===== src/sv/gqsr_pkg.sv =====
// ----------------------------------------------------------------------------
// gqsr_pkg: shared types, constants and mode tables
// Field widths, transaction codes, stage structs and the per-mode shift and
// pixel decode functions of the playfield shift back end.
// ----------------------------------------------------------------------------
package gqsr_pkg;

	// default geometry
	localparam int QueueSlots = 16;
	localparam int LineBytes  = 48;

	// field widths
	localparam int ModeW   = 4;
	localparam int ByteW   = 8;
	localparam int PhaseW  = 6;
	localparam int DelayW  = 4;
	localparam int BitsW   = 2;
	localparam int ValueW  = 3;
	localparam int CtrlW   = 3;
	localparam int RingW   = 4;

	// line buffer byte read for an index beyond the store
	localparam logic [ByteW-1:0] LineMissByte = 8'hff;

	// char_control bit positions
	localparam int CtrlBlankInv = 0;
	localparam int CtrlInvert   = 1;

	// display modes with special handling
	localparam logic [ModeW-1:0] ModeChar2 = 4'd2;
	localparam logic [ModeW-1:0] ModeChar3 = 4'd3;
	localparam logic [ModeW-1:0] ModeChar4 = 4'd4;
	localparam logic [ModeW-1:0] ModeChar5 = 4'd5;
	localparam logic [ModeW-1:0] ModeChar6 = 4'd6;
	localparam logic [ModeW-1:0] ModeChar7 = 4'd7;
	localparam logic [ModeW-1:0] ModeMap8  = 4'd8;
	localparam logic [ModeW-1:0] ModeMap9  = 4'd9;
	localparam logic [ModeW-1:0] ModeMap10 = 4'd10;
	localparam logic [ModeW-1:0] ModeMap13 = 4'd13;
	localparam logic [ModeW-1:0] ModeMap14 = 4'd14;
	localparam logic [ModeW-1:0] ModeMap15 = 4'd15;

	// ring masks
	localparam logic [RingW-1:0] RingAll  = 4'h0f;
	localparam logic [RingW-1:0] RingHalf = 4'h05;
	localparam logic [RingW-1:0] RingOne  = 4'h01;

	typedef enum logic [1:0] {
		FUNC_TICK       = 2'd0,
		FUNC_SCHED_GFX  = 2'd1,
		FUNC_SCHED_LINE = 2'd2,
		FUNC_LINE_WR    = 2'd3
	} func_t;

	typedef struct packed {
		logic [RingW-1:0] mask;
		logic             two;
	} shift_cfg_t;

	// slot memory write request
	typedef struct packed {
		logic              data_we;
		logic              name_we;
		logic              phase_we;
		logic [ByteW-1:0]  data;
		logic [ByteW-1:0]  name;
		logic [PhaseW-1:0] phase;
	} slot_wr_t;

	// slot memory read data
	typedef struct packed {
		logic [ByteW-1:0]  data;
		logic [ByteW-1:0]  name;
		logic [PhaseW-1:0] phase;
	} slot_rd_t;

	// work handed to the shift stage
	typedef struct packed {
		logic             fire;
		logic             early;
		logic             load;
		logic             from_line;
		logic [ModeW-1:0] mode;
		logic [ByteW-1:0] data;
		logic [ByteW-1:0] name;
	} tick_op_t;

	// result of one transaction
	typedef struct packed {
		logic [ByteW-1:0]  name;
		logic [ValueW-1:0] value;
		logic [BitsW-1:0]  bits;
	} pixel_t;

	// ring mask and shift width per mode
	function automatic shift_cfg_t mode_shift_cfg(input logic [ModeW-1:0] mode);
		shift_cfg_t c;
		c.mask = RingAll;
		c.two  = 1'b0;
		case (mode) inside
			ModeChar2, ModeChar3, ModeChar4, ModeChar5,
			ModeMap13, ModeMap14, ModeMap15: begin
				c.two = 1'b1;
			end
			ModeMap8: begin
				c.mask = RingOne;
				c.two  = 1'b1;
			end
			ModeMap9: begin
				c.mask = RingHalf;
			end
			ModeMap10: begin
				c.mask = RingHalf;
				c.two  = 1'b1;
			end
			default: begin
			end
		endcase
		return c;
	endfunction

	// pixel value from held bits, name and mode
	function automatic logic [ValueW-1:0] decode_pixel(
		input logic [BitsW-1:0] bits,
		input logic [ByteW-1:0] name,
		input logic [ModeW-1:0] mode,
		input logic [CtrlW-1:0] ctrl
	);
		logic [BitsW-1:0]  v;
		logic              inv;
		logic [ValueW-1:0] r;
		v   = bits;
		inv = name[ByteW-1];
		if ((mode == ModeChar2 || mode == ModeChar3) && inv) begin
			if (ctrl[CtrlBlankInv]) v = '0;
			if (ctrl[CtrlInvert]) v = v ^ 2'b11;
		end
		r = {1'b0, v};
		if ((mode == ModeChar4 || mode == ModeChar5) && v == 2'b11 && inv) begin
			r = 3'd4;
		end else if (mode == ModeChar6 || mode == ModeChar7) begin
			r = (v != '0) ? ({1'b0, name[ByteW-1:ByteW-2]} + 3'd1) : 3'd0;
		end
		return r;
	endfunction

endpackage


===== src/sv/gqsr_slot_mem.sv =====
// ----------------------------------------------------------------------------
// gqsr_slot_mem: delay queue slot storage
// Byte, name and line index of each queue slot in synchronous memories with
// a registered read, forwarding the write of the previous cycle.
// ----------------------------------------------------------------------------
module gqsr_slot_mem import gqsr_pkg::*; #(
	parameter int SLOTS = QueueSlots,
	localparam int AW = $clog2(SLOTS)
) (
	input  logic          clk,
	input  logic          arst_n,
	input  logic          en,
	input  logic [AW-1:0] rd_addr,
	input  logic [AW-1:0] wr_addr,
	input  slot_wr_t      wr,
	output slot_rd_t      rd
);

	logic [ByteW-1:0]  data_mem  [SLOTS];
	logic [ByteW-1:0]  name_mem  [SLOTS];
	logic [PhaseW-1:0] phase_mem [SLOTS];

	slot_rd_t      rd_q;
	logic [AW-1:0] rd_addr_q;
	slot_wr_t      fwd_q;
	logic [AW-1:0] fwd_addr_q;
	logic          fwd_v_q;
	logic          hit;

	// memory write and registered read
	always_ff @(posedge clk) begin
		if (en) begin
			if (wr.data_we) data_mem[wr_addr] <= wr.data;
			if (wr.name_we) name_mem[wr_addr] <= wr.name;
			if (wr.phase_we) phase_mem[wr_addr] <= wr.phase;
			rd_q.data  <= data_mem[rd_addr];
			rd_q.name  <= name_mem[rd_addr];
			rd_q.phase <= phase_mem[rd_addr];
			rd_addr_q  <= rd_addr;
			fwd_q      <= wr;
			fwd_addr_q <= wr_addr;
		end
	end

	// last write is pending for the read just issued
	always_ff @(posedge clk or negedge arst_n) begin
		if (!arst_n) begin
			fwd_v_q <= 1'b0;
		end else if (en) begin
			fwd_v_q <= wr.data_we | wr.name_we | wr.phase_we;
		end
	end

	// forward same-slot write of the previous cycle
	assign hit = fwd_v_q && (fwd_addr_q == rd_addr_q);

	always_comb begin
		rd = rd_q;
		if (hit && fwd_q.data_we) rd.data = fwd_q.data;
		if (hit && fwd_q.name_we) rd.name = fwd_q.name;
		if (hit && fwd_q.phase_we) rd.phase = fwd_q.phase;
	end

endmodule


===== src/sv/gqsr_line_mem.sv =====
// ----------------------------------------------------------------------------
// gqsr_line_mem: line buffer store
// Synchronous line buffer memory with per-entry fill bits; unwritten entries
// read as zero and indexes beyond the store read as all ones.
// ----------------------------------------------------------------------------
module gqsr_line_mem import gqsr_pkg::*; #(
	parameter int LINE_BYTES = LineBytes,
	localparam int AW = $clog2(LINE_BYTES)
) (
	input  logic              clk,
	input  logic              arst_n,
	input  logic              en,
	input  logic              we,
	input  logic [PhaseW-1:0] addr,
	input  logic [ByteW-1:0]  wdata,
	output logic [ByteW-1:0]  rd_byte
);

	logic [ByteW-1:0]      line_mem [LINE_BYTES];
	logic [LINE_BYTES-1:0] filled_q;
	logic [ByteW-1:0]      rd_q;
	logic                  hit_q;
	logic                  miss_q;
	logic                  in_range;
	logic [AW-1:0]         idx;

	// index check
	assign in_range = (32'(addr) < LINE_BYTES);
	assign idx      = in_range ? AW'(addr) : '0;

	// memory write and registered read
	always_ff @(posedge clk) begin
		if (en) begin
			if (we && in_range) line_mem[idx] <= wdata;
			rd_q <= line_mem[idx];
		end
	end

	// fill bits and read qualifiers
	always_ff @(posedge clk or negedge arst_n) begin
		if (!arst_n) begin
			filled_q <= '0;
			hit_q    <= 1'b0;
			miss_q   <= 1'b0;
		end else if (en) begin
			if (we && in_range) filled_q[idx] <= 1'b1;
			hit_q  <= in_range && filled_q[idx];
			miss_q <= !in_range;
		end
	end

	assign rd_byte = miss_q ? LineMissByte : (hit_q ? rd_q : '0);

endmodule


===== src/sv/gqsr_shifter.sv =====
// ----------------------------------------------------------------------------
// gqsr_shifter: graphics shift register and clock ring
// Loads popped bytes, runs the four-phase ring with its per-mode mask, shifts
// out one or two bits and decodes the playfield value.
// ----------------------------------------------------------------------------
module gqsr_shifter import gqsr_pkg::*; (
	input  logic             clk,
	input  logic             arst_n,
	input  logic             en,
	input  tick_op_t         op,
	input  logic [ByteW-1:0] line_byte,
	input  logic [CtrlW-1:0] char_control,
	output pixel_t           pix
);

	logic [RingW-1:0] ring_q, ring_n;
	logic [ByteW-1:0] shreg_q, shreg_n;
	logic [ByteW-1:0] name_q, name_n;
	logic [BitsW-1:0] bits_q, bits_n;
	shift_cfg_t       cfg;
	logic [ByteW-1:0] pop_byte;

	// next state of one tick
	always_comb begin
		ring_n   = ring_q;
		shreg_n  = shreg_q;
		name_n   = name_q;
		bits_n   = bits_q;
		cfg      = mode_shift_cfg(op.mode);
		pop_byte = op.data | (op.from_line ? line_byte : '0);
		if (op.early) begin
			ring_n  = '0;
			shreg_n = '0;
			bits_n  = '0;
		end else if (op.load) begin
			shreg_n   = shreg_n | pop_byte;
			name_n    = op.name;
			ring_n[0] = 1'b1;
		end
		if ((ring_n & cfg.mask) != '0) begin
			if (cfg.two) begin
				bits_n  = shreg_n[ByteW-1:ByteW-2];
				shreg_n = {shreg_n[ByteW-3:0], 2'b00};
			end else begin
				bits_n  = {1'b0, shreg_n[ByteW-1]};
				shreg_n = {shreg_n[ByteW-2:0], 1'b0};
			end
		end
		ring_n = {ring_n[RingW-2:0], ring_n[RingW-1]};
	end

	// shift state
	always_ff @(posedge clk or negedge arst_n) begin
		if (!arst_n) begin
			ring_q  <= '0;
			shreg_q <= '0;
			name_q  <= '0;
			bits_q  <= '0;
		end else if (en && op.fire) begin
			ring_q  <= ring_n;
			shreg_q <= shreg_n;
			name_q  <= name_n;
			bits_q  <= bits_n;
		end
	end

	// result reflects the state after this transaction
	always_comb begin
		pix.bits  = op.fire ? bits_n : bits_q;
		pix.name  = op.fire ? name_n : name_q;
		pix.value = decode_pixel(pix.bits, pix.name, op.mode, char_control);
	end

endmodule


===== src/sv/graphics_queue_shift_ring_core.sv =====
// ----------------------------------------------------------------------------
// graphics_queue_shift_ring_core: playfield delay queue and shift back end
// Pipeline: slot memory read, line memory read, shift update in three stages,
// slot writes forwarded to the next read; one transaction per cycle while the
// result stream does not stall the pipeline.
// Reset: async, clears queue masks, head, shift state, line fill bits, no sweep.
// ----------------------------------------------------------------------------
module graphics_queue_shift_ring_core import gqsr_pkg::*; #(
	parameter int QUEUE_SLOTS = QueueSlots,
	parameter int LINE_BYTES  = LineBytes
) (
	input  logic             clk,
	input  logic             arst_n,
	// input stream
	input  logic             s_axis_tvalid,
	output logic             s_axis_tready,
	// mode[3:0], early_cycle[4], data_byte[12:5], char_name[20:13],
	// delay[24:21], phase[30:25], zero[31]
	input  logic [31:0]      s_axis_tdata,
	// func[1:0]
	input  logic [1:0]       s_axis_tuser,
	// result stream
	output logic             m_axis_tvalid,
	input  logic             m_axis_tready,
	// pixel_bits[1:0], pixel_value[4:2], current_name[12:5], zero[15:13]
	output logic [15:0]      m_axis_tdata,
	// char_control write channel
	input  logic             cfg_valid,
	output logic             cfg_ready,
	input  logic [CtrlW-1:0] cfg_data
);

	localparam int SLOT_AW = $clog2(QUEUE_SLOTS);

	// input fields
	func_t             in_func;
	logic [ModeW-1:0]  in_mode;
	logic              in_early;
	logic [ByteW-1:0]  in_data;
	logic [ByteW-1:0]  in_name;
	logic [DelayW-1:0] in_delay;
	logic [PhaseW-1:0] in_phase;

	logic              en;
	logic              acc;
	logic [CtrlW-1:0]  char_control_q;

	// queue control
	logic [SLOT_AW-1:0]     head_q, head_d;
	logic [QUEUE_SLOTS-1:0] valid_q, valid_d;
	logic [QUEUE_SLOTS-1:0] fl_q, fl_d;
	logic [SLOT_AW-1:0]     slot_addr;

	// stage 1
	logic               v_s1;
	func_t              func_s1;
	logic [ModeW-1:0]   mode_s1;
	logic               early_s1;
	logic [ByteW-1:0]   data_s1;
	logic [ByteW-1:0]   name_s1;
	logic [PhaseW-1:0]  phase_s1;
	logic [SLOT_AW-1:0] addr_s1;
	logic               svalid_s1;
	logic               sfl_s1;
	slot_wr_t           slot_wr;
	slot_rd_t           slot_rd;
	logic               line_we;
	logic [PhaseW-1:0]  line_addr;
	logic               tick_s1;

	// stage 2
	logic               v_s2;
	tick_op_t           op_s2;
	tick_op_t           op_in;
	logic [ByteW-1:0]   line_byte;
	pixel_t             pix;

	// unpack input transaction
	assign in_func  = func_t'(s_axis_tuser);
	assign in_mode  = s_axis_tdata[3:0];
	assign in_early = s_axis_tdata[4];
	assign in_data  = s_axis_tdata[12:5];
	assign in_name  = s_axis_tdata[20:13];
	assign in_delay = s_axis_tdata[24:21];
	assign in_phase = s_axis_tdata[30:25];

	// whole pipeline moves when the output register is free or drained
	assign en            = !m_axis_tvalid || m_axis_tready;
	assign s_axis_tready = en;
	assign acc           = s_axis_tvalid && s_axis_tready;

	// config register
	assign cfg_ready = 1'b1;

	always_ff @(posedge clk or negedge arst_n) begin
		if (!arst_n) begin
			char_control_q <= '0;
		end else if (cfg_valid && cfg_ready) begin
			char_control_q <= cfg_data;
		end
	end

	// slot picked by this transaction
	assign slot_addr = (in_func == FUNC_TICK) ? head_q : (head_q + SLOT_AW'(in_delay));

	// slot masks and head, in transaction order
	always_comb begin
		valid_d = valid_q;
		fl_d    = fl_q;
		head_d  = head_q;
		case (in_func)
			FUNC_TICK: begin
				if (in_early) begin
					valid_d = '0;
					fl_d    = '0;
				end else begin
					valid_d[slot_addr] = 1'b0;
					fl_d[slot_addr]    = 1'b0;
				end
				head_d = head_q + SLOT_AW'(1);
			end
			FUNC_SCHED_GFX: begin
				valid_d[slot_addr] = 1'b1;
			end
			FUNC_SCHED_LINE: begin
				valid_d[slot_addr] = 1'b1;
				fl_d[slot_addr]    = 1'b1;
			end
			default: begin
			end
		endcase
	end

	always_ff @(posedge clk or negedge arst_n) begin
		if (!arst_n) begin
			head_q  <= '0;
			valid_q <= '0;
			fl_q    <= '0;
		end else if (acc) begin
			head_q  <= head_d;
			valid_q <= valid_d;
			fl_q    <= fl_d;
		end
	end

	// stage 1 registers
	always_ff @(posedge clk or negedge arst_n) begin
		if (!arst_n) begin
			v_s1 <= 1'b0;
		end else if (en) begin
			v_s1 <= acc;
		end
	end

	always_ff @(posedge clk) begin
		if (en) begin
			func_s1   <= in_func;
			mode_s1   <= in_mode;
			early_s1  <= in_early;
			data_s1   <= in_data;
			name_s1   <= in_name;
			phase_s1  <= in_phase;
			addr_s1   <= slot_addr;
			svalid_s1 <= valid_q[slot_addr];
			sfl_s1    <= fl_q[slot_addr];
		end
	end

	// slot storage
	gqsr_slot_mem #(
		.SLOTS (QUEUE_SLOTS)
	) u_slot_mem (
		.clk     (clk),
		.arst_n  (arst_n),
		.en      (en),
		.rd_addr (slot_addr),
		.wr_addr (addr_s1),
		.wr      (slot_wr),
		.rd      (slot_rd)
	);

	// stage 1: slot write back, an empty slot holds a zero byte
	always_comb begin
		slot_wr.data_we  = v_s1 && (func_s1 == FUNC_SCHED_GFX || func_s1 == FUNC_SCHED_LINE);
		slot_wr.name_we  = slot_wr.data_we;
		slot_wr.phase_we = v_s1 && (func_s1 == FUNC_SCHED_LINE);
		slot_wr.data     = (svalid_s1 ? slot_rd.data : '0)
			| ((func_s1 == FUNC_SCHED_GFX) ? data_s1 : '0);
		slot_wr.name     = (func_s1 == FUNC_SCHED_GFX) ? name_s1 : '0;
		slot_wr.phase    = phase_s1;
	end

	// stage 1: line buffer access
	assign tick_s1   = (func_s1 == FUNC_TICK);
	assign line_we   = v_s1 && (func_s1 == FUNC_LINE_WR);
	assign line_addr = tick_s1 ? slot_rd.phase : phase_s1;

	gqsr_line_mem #(
		.LINE_BYTES (LINE_BYTES)
	) u_line_mem (
		.clk     (clk),
		.arst_n  (arst_n),
		.en      (en),
		.we      (line_we),
		.addr    (line_addr),
		.wdata   (data_s1),
		.rd_byte (line_byte)
	);

	// stage 2 registers
	always_ff @(posedge clk or negedge arst_n) begin
		if (!arst_n) begin
			v_s2 <= 1'b0;
		end else if (en) begin
			v_s2 <= v_s1;
		end
	end

	always_ff @(posedge clk) begin
		if (en) begin
			op_s2.fire      <= tick_s1;
			op_s2.early     <= early_s1;
			op_s2.load      <= svalid_s1 && !early_s1;
			op_s2.from_line <= sfl_s1;
			op_s2.mode      <= mode_s1;
			op_s2.data      <= slot_rd.data;
			op_s2.name      <= slot_rd.name;
		end
	end

	// stage 2: shift and decode
	always_comb begin
		op_in      = op_s2;
		op_in.fire = v_s2 && op_s2.fire;
	end

	gqsr_shifter u_shifter (
		.clk          (clk),
		.arst_n       (arst_n),
		.en           (en),
		.op           (op_in),
		.line_byte    (line_byte),
		.char_control (char_control_q),
		.pix          (pix)
	);

	// output register
	always_ff @(posedge clk or negedge arst_n) begin
		if (!arst_n) begin
			m_axis_tvalid <= 1'b0;
		end else if (en) begin
			m_axis_tvalid <= v_s2;
		end
	end

	always_ff @(posedge clk) begin
		if (en) begin
			m_axis_tdata <= {3'b000, pix};
		end
	end

`ifndef SYNTHESIS
	// a line reference always belongs to a pending slot
	a_line_in_valid: assert property (@(posedge clk) disable iff (!arst_n)
		(fl_q & ~valid_q) == '0)
		else $error("line flag set on empty slot");

	// an early tick empties the queue
	a_flush_clears: assert property (@(posedge clk) disable iff (!arst_n)
		(acc && in_func == FUNC_TICK && in_early) |=> (valid_q == '0 && fl_q == '0))
		else $error("queue not flushed by early tick");

	// every tick advances the head by one slot
	a_head_step: assert property (@(posedge clk) disable iff (!arst_n)
		(acc && in_func == FUNC_TICK) |=> (head_q == $past(head_q) + SLOT_AW'(1)))
		else $error("queue head did not advance on tick");
`endif

endmodule


===== config.mk =====
export PLATFORM = sky130hd
export DESIGN_NAME = graphics_queue_shift_ring_core
export DESIGN_NICKNAME = d
export VERILOG_FILES = /design/src/sv/gqsr_pkg.sv /design/src/sv/gqsr_slot_mem.sv /design/src/sv/gqsr_line_mem.sv /design/src/sv/gqsr_shifter.sv /design/src/sv/graphics_queue_shift_ring_core.sv
export SDC_FILE = /design/constraint.sdc
export NUM_CORES = 1
export LEC_CHECK = 0
export ABC_AREA = 1
export BUFFER_PORTS_ARGS = -buffer_cell sky130_fd_sc_hd__buf_2
export CAP_MARGIN = 25
export CORE_UTILIZATION = 50
export DETAILED_ROUTE_END_ITERATION = 8
export MAX_ROUTING_LAYER = met4
export PLACE_DENSITY = 0.64
export SYNTH_ARGS = -nofsm -noshare
export SYNTH_HDL_FRONTEND = slang
export SYNTH_SLANG_ARGS = --single-unit

===== constraint.sdc =====
create_clock -name clk -period 6.5 [get_ports clk]
set_input_delay 0.65 -clock clk [delete_from_list [all_inputs] [get_ports clk]]
set_output_delay 0.65 -clock clk [all_outputs]
set_load 0.05 [all_outputs]

After elaboration in Yosys (flattened, before gate mapping)
Memories as Yosys holds them, arrays and structs flattened. A register that Yosys moved wholly into a read port is not among the register bits.
Cells that the tools add are included.
- add/sub/neg operators: 3
- magnitude comparators: 5
- eq/ne operators: 19
- mux-type cells: 63
- bitwise gates (word level): 12
- reduce and logical (&&, ||, !) cells: 37
- operator list (cell ; count):
    8-bit two-way mux ; 15
    16-bit case mux with 2 select lines ; 2
    48-bit OR ; 1
    16-bit AND ; 2
    16-bit two-way mux ; 2
    16-bit OR ; 2
    4-bit equality test (second input constant) ; 6
    8-bit OR ; 3
    1-bit two-way mux ; 20
    4-bit two-way mux ; 5
    6-bit two-way mux ; 3
    1-bit logical AND ; 17
    4-bit by 3-bit equality test with 1-bit output (second input constant) ; 4
    2-bit two-way mux ; 8
    16-bit inverter ; 1
    3-bit two-way mux ; 3
    1-bit binary-select mux with 4-bit select ; 2
    2-bit equality test (second input constant) ; 4
    4-bit by 2-bit equality test with 1-bit output (second input constant) ; 2
    2-bit AND reduction ; 4
    6-bit by 7-bit < comparator with 1-bit output (second input constant) ; 1
    7-bit OR reduction ; 1
    1-bit binary-select mux with 6-bit select ; 1
    1-bit demux with 6-bit select ; 1
    19 further kinds ; 29
- bits in registers: 214
- bits in writable memories: 736
- bits of input ports: 42
- output and inout bits: 19
- logic and storage cells: 182
- memories: 4
- memory list (memory ; words ; bits a word ; rd ports ; clocked after Yosys merged registers in ; wr ports ; line ; source):
    u_line_mem.line_mem ; 48 ; 8 ; 1 ; 1 ; 1 ; gqsr_line_mem.sv:19 ; logic [ByteW-1:0] line_mem [LINE_BYTES];
    u_slot_mem.data_mem ; 16 ; 8 ; 1 ; 1 ; 1 ; gqsr_slot_mem.sv:19 ; logic [ByteW-1:0] data_mem [SLOTS];
    u_slot_mem.name_mem ; 16 ; 8 ; 1 ; 1 ; 1 ; gqsr_slot_mem.sv:20 ; logic [ByteW-1:0] name_mem [SLOTS];
    u_slot_mem.phase_mem ; 16 ; 6 ; 1 ; 1 ; 1 ; gqsr_slot_mem.sv:21 ; logic [PhaseW-1:0] phase_mem [SLOTS];

Logic depth before layout (Yosys ltp)
- word-level depth: 18
- depth in mapped cells: 29
- depth with buffers taken out: 27

By module
From an unflattened synthesis, not the netlist that was laid out.
- cell total of the unflattened synthesis: 4012
- area total of the unflattened synthesis: 42090.4 um2
- by module, submodules not included (module ; instances ; cells an instance ; area an instance (um2) ; seq. area each (um2)):
    gqsr_line_mem ; 1 ; 1709 ; 18222.5 ; 13022.5
    gqsr_slot_mem ; 1 ; 1511 ; 16816.1 ; 12246.7
    graphics_queue_shift_ring_core ; 1 ; 554 ; 5415.2 ; 3213.1
    gqsr_shifter ; 1 ; 238 ; 1636.6 ; 550.5

Worst setup path after synthesis
OpenSTA, ideal clock, no wires.
- path type: register -> register
- from: register m_axis_tvalid
- to: memory u_slot_mem.data_mem[0][0], enable pin
- setup time: 0.319 ns
- data arrival time: 5.595 ns
- setup slack: 0.586 ns
- stages on the path, launching flop included: 7
- period minus slack after synthesis: 5.914 ns
- cells stage by stage: dfrtp_1 inv_1 nor2_1 clkinv_1 nand2_1 clkbuf_1 nor2_1
- word-level cells in the longest chain between the ends: 4
- RTL lines (element ; line ; source):
    start, declared ; graphics_queue_shift_ring_core.sv:23 ; output logic m_axis_tvalid,
    start signal, assigned ; graphics_queue_shift_ring_core.sv:252 ; m_axis_tvalid <= v_s2;
    1-bit zero test ; graphics_queue_shift_ring_core.sv:88 ; assign en = !m_axis_tvalid || m_axis_tready;
    1-bit logical OR ; graphics_queue_shift_ring_core.sv:88 ;
    via s_axis_tready ; graphics_queue_shift_ring_core.sv:16 ; output logic s_axis_tready,
    1-bit two-way mux ; gqsr_slot_mem.sv:32 ; if (en) begin
    1-bit two-way mux (not written as such) ; gqsr_slot_mem.sv:33 ; if (wr.data_we) data_mem[wr_addr] <= wr.data;
    end, declared ; gqsr_slot_mem.sv:19 ;
The timed path passes the listed nets, and every way through them passes these cells.

Worst setup path in the final report
- from: register u_slot_mem.rd_addr_q[3]
- to: memory u_line_mem.line_mem[40][2], enable pin
- word-level cells in the longest chain between the ends: 10
- RTL lines (element ; line ; source):
    start, declared ; gqsr_slot_mem.sv:24 ; logic [AW-1:0] rd_addr_q;
    start signal, assigned ; gqsr_slot_mem.sv:39 ; rd_addr_q <= rd_addr;
    4-bit equality test (*) ; gqsr_slot_mem.sv:55 ; assign hit = fwd_v_q && (fwd_addr_q == rd_addr_q);
    1-bit logical AND (*) ; gqsr_slot_mem.sv:55 ;
    1-bit logical AND (*) ; gqsr_slot_mem.sv:61 ; if (hit && fwd_q.phase_we) rd.phase = fwd_q.phase;
    6-bit two-way mux (*) ; gqsr_slot_mem.sv:61 ;
    6-bit two-way mux (*) ; graphics_queue_shift_ring_core.sv:196 ; assign line_addr = tick_s1 ? slot_rd.phase : phase_s1;
    6-bit < comparator ; gqsr_line_mem.sv:28 ; assign in_range = (32'(addr) < LINE_BYTES);
    1-bit logical AND ; gqsr_line_mem.sv:34 ; if (we && in_range) line_mem[idx] <= wdata;
    1-bit two-way mux ; gqsr_line_mem.sv:34 ;
    1-bit two-way mux ; gqsr_line_mem.sv:33 ; if (en) begin
    1-bit two-way mux (not written as such) ; gqsr_line_mem.sv:34 ;
    end, declared ; gqsr_line_mem.sv:19 ;
Mark *: on every way between the ends. The rest lies on a longest branch, timed or not.

==> summary.txt <==
Min path
  – HP Class: input port to register

STA
  – Final Skew: 30.6 ps
  – RSZ-0062 raised after global routing: false
  – Final setup viols: 0
  – Final Hold Vio Count: 0
  – Tmin final: 4980 ps
  – Max Fclk: 201 MHz
  – Final period utilization: 0.766
  – Final TNS setup: 0 ps
  – Slew headroom: 0.337
  – Final Max Tran Viols: 0
  – Worst slew pin tran: 984 ps
  – Smallest setup slack after layout: 1520 ps

Global routing
  – Grt peak-use layer: met2
  – M2 GR Usage: 0.366
  – First-pass GRT wire length: 141 mm
  – Largest net degree at the start of global routing: 78
  – Met1 Resource Use GR: 0.318
  – Vias in the first global route: about 24000
  – Gr ovfl total: 0
  – M3 GR Usage: 0.0338
  – GR Util All Layers: 0.233
  – Initial antenna violation count: 2

Floorplan
  – I/O pin count: 61
  – Die width: 285 µm
  – Row count: 103
  – Initial core utilization: 0.506
  – Die area: approximately 0.081 mm²
  – Die Span Y: 285 µm
  – Core Footprint: around 0.079 mm²

Synth
  – Yosys warns: 0
  – Distinct cell type count after synthesis: 49
  – Gate count of the mapped netlist: 3399
  – Mapped Area: 0.0401 mm²
  – Synthesis-stage register bit count: between 900 and 1000
  – Primary FF master, synth: edfxtp_1
  – Post-synth EDFFs: 866
  – Syn_area_per_cell: 11.8 µm²
  – Top post-synthesis cells by area: edfxtp_1 65%, nand2_1 10%, dfrtp_1 7.1%
  – Sequential element share of the synthesized area: 0.720
  – Leading area contributor after synthesis: edfxtp_1
  – Ys async rst share: 0.116
  – Synth top area share: 0.649

Routing
  – Final WL: 91.1 mm
  – DRC: 0
  – Drt pass-1 iters: 6
  – Iter 0 DRT Violations: 2126
  – Wirelength per Cell: just under 20 µm
  – Routed vias: around 25000
  – Drt via density: 5.47
  – Final antenna-violating net count: 0

Place
  – DP Cell Count: 4401
  – HPWL Detailed: 53.5 mm
  – Routability congestion estimate: between 0.8 and 0.9
  – Pre-CTS setup slack: ~1600 ps
  – Port-buffer cells: 54

Status
  – Status: complete, no violations

Clock tree
  – CTS Buffer Depth: 3
  – CTS Sinks: 980
  – Root buffer cell: clkbuf_16
  – Post-CTS resize count: 0
  – H-tree levels: 3
  – Worst-Skew Late Latency: approximately 670 ps
  – TritonCTS Buffers: 99
  – CTS tree: done
  – Clock transition at path regs: 60 ps

Layout
  – Non-filler cells, final: between 4000 and 5000
  – Fraction of layout cells with a size suffix above 1: 0.0925
  – Ant diodes: 0
  – Nets: between 3000 and 4000
  – Layout area overhead: 11.3%
  – # fillers: 6540

Power
  – PD cells: 420 mW/mm²
  – Leak: 17.3 nW
  – Peak supply drop: 0.222 mV

Setup path
  – Worst EP arrival: 5270 ps
  – Crit end category: register
  – Type of origin of the critical path: register
  – Max FO, Critical Path: 36
  – Most used cell, CP: nand2_1
  – CP top delay family: simple AND/OR/NAND/NOR gates
  – Crit-path slowest cell: nor2_1
  – Crit Path Class: register to register
  – WP data required: 6780 ps
  – Crit-path max cell delay: between 800 and 900 ps
  – CP bufs+invs: 4
  – Crit-path cells: a21oi_1, nand2_1, nor2_4, nand3_4, clkinv_1, nand2_1, nand3_1, o21ai_0, inv_1, ha_1, inv_1, nand3_1, nand2_1, inv_2, nand2_1, nor2_1

Flow run
  – Max-cap viol count: 0
-- cells by family after synthesis --
group,count (synthesis),synth area share
buffers and inverters,370,0.0410
adder cells (fa/ha/maj),16,0.00518
other,2,0.000187
AO/OA/AOI/OAI,428,0.0649
AND/OR/NAND/NOR,1577,0.162
multiplexers,19,0.00531
XOR/XNOR,7,0.00153
flip-flops,980,0.720
-- stage by stage --
stage	total power [mW]	cell area, µm²	util	hold WS [ps]
2_1_floorplan	11.7	40100	-	354
3_3_place_gp	13.3	41300	0.522	403
3_5_place_dp	13.3	41400	0.524	406
4_1_cts	18.8	44600	0.563	131
5_1_grt	19.6	44600	0.563	140
6_report	18.7	44600	0.563	162
-- area by class of cell --
cell class	instances	area [µm²]	area share
Sequential cell	980	28900	0.647
Multi-Input combinational cell	2051	9670	0.217
Clock buffer	132	2720	0.0611
Tap cell	1050	1310	0.0295
Timing Repair Buffer	114	826	0.0185
Inverter	208	791	0.0177
Clock inverter	51	404	0.00907
-- layout by cell type, fill, tap and decap left out, drive strengths merged, types with 4 or more instances in the layout --
| cell type | instances |
|---|---|
| nand2 | 1114 |
| edfxtp | 866 |
| nand3 | 240 |
| inv | 207 |
| nor2 | 175 |
| a22oi | 147 |
| o21ai | 145 |
| clkbuf | 132 |
| dfrtp | 114 |
| buf | 113 |
| a21oi | 98 |
| clkinv | 45 |
| nand4 | 21 |
| mux2 | 18 |
| ha | 15 |
| o22ai | 13 |
| nand3b | 12 |
| or2 | 12 |
| a22o | 8 |
| xor2 | 4 |
| a31oi | 4 |
| conb | 4 |
| clkinvlp | 4 |
-- flip-flops by register name (all words and copies together), names as in the netlist, 13 cells and up --
name and cells:
fl_q 16, m_axis_tdata 13, op_in 23, u_line_mem.filled_q 48, u_line_mem.line_mem 384, u_slot_mem.data_mem 128, u_slot_mem.fwd_q 24, u_slot_mem.name_mem 128
u_slot_mem.phase_mem 96, u_slot_mem.rd_q 22, valid_q 16
-- worst reg2reg max path, cell delays in order (launching register included) --
cell and delay, ps:
edfxtp_1 460, a21oi_1 190, nand2_1 110, nor2_4 170, nand3_4 130, clkinv_1 90, nand2_1 50, nand3_1 50
o21ai_0 130, inv_1 130, ha_1 220, inv_1 90, nand3_1 410, nand2_1 130, inv_2 620, nand2_1 720
nor2_1 900
-- final timing paths --
check | startpoint | endpoint | slack, ps | cells past startpoint
max | u_slot_mem.rd_addr_q[3] | u_line_mem.line_mem[40][2] | 1520 | 16
min in group asynchronous | arst_n | char_control_q[1] | 430 | 2
min | s_axis_tdata[18] | name_s1[5] | 160 | 1
max reg2reg | u_slot_mem.rd_addr_q[3] | u_line_mem.line_mem[40][2] | 1520 | 16
min reg2reg | sfl_s1 | op_in[20] | 420 | 0
max in group asynchronous | arst_n | u_line_mem.filled_q[26] | 4480 | 4
-- power by group --
part	switching, mW	internal [mW]
combinational	3.82	1.37
sequential	0.250	7.80
clock	2.38	3.07
-- timing repair --
| item | in CTS | in global routing |
|---|---|---|
| hold buffers | 1 | 0 |
| hold endpoints to repair | 22 | 0 |
| setup buffers | 0 | 0 |
-- layer usage --
layer | wire length, µm | vias up
met5 | 0 | -
met4 | 2160 | 0
met3 | 5900 | 142
met2 | 43500 | 799
met1 | 39600 | 12300
li1 | - | 11900
-- synth_stat cells, types with 4 or more instances --
master / number
a22o_1: 8
nand2_4: 5
a21oi_1: 98
mux2_2: 18
o22ai_1: 13
nand3b_1: 12
buf_2: 51
nand3_1: 236
inv_1: 199
buf_1: 11
ha_1: 15
or2_1: 8
edfxtp_1: 866
nand2_1: 1108
dfrtp_1: 114
o21ai_0: 124
a31oi_1: 4
a22oi_1: 147
or2_2: 4
clkinv_1: 5
clkbuf_1: 63
o21ai_1: 21
buf_4: 24
xor2_1: 4
nor2_1: 168
buf_6: 13
nor2_2: 4
nand4_1: 21
Power figures use the tool's default switching activity.
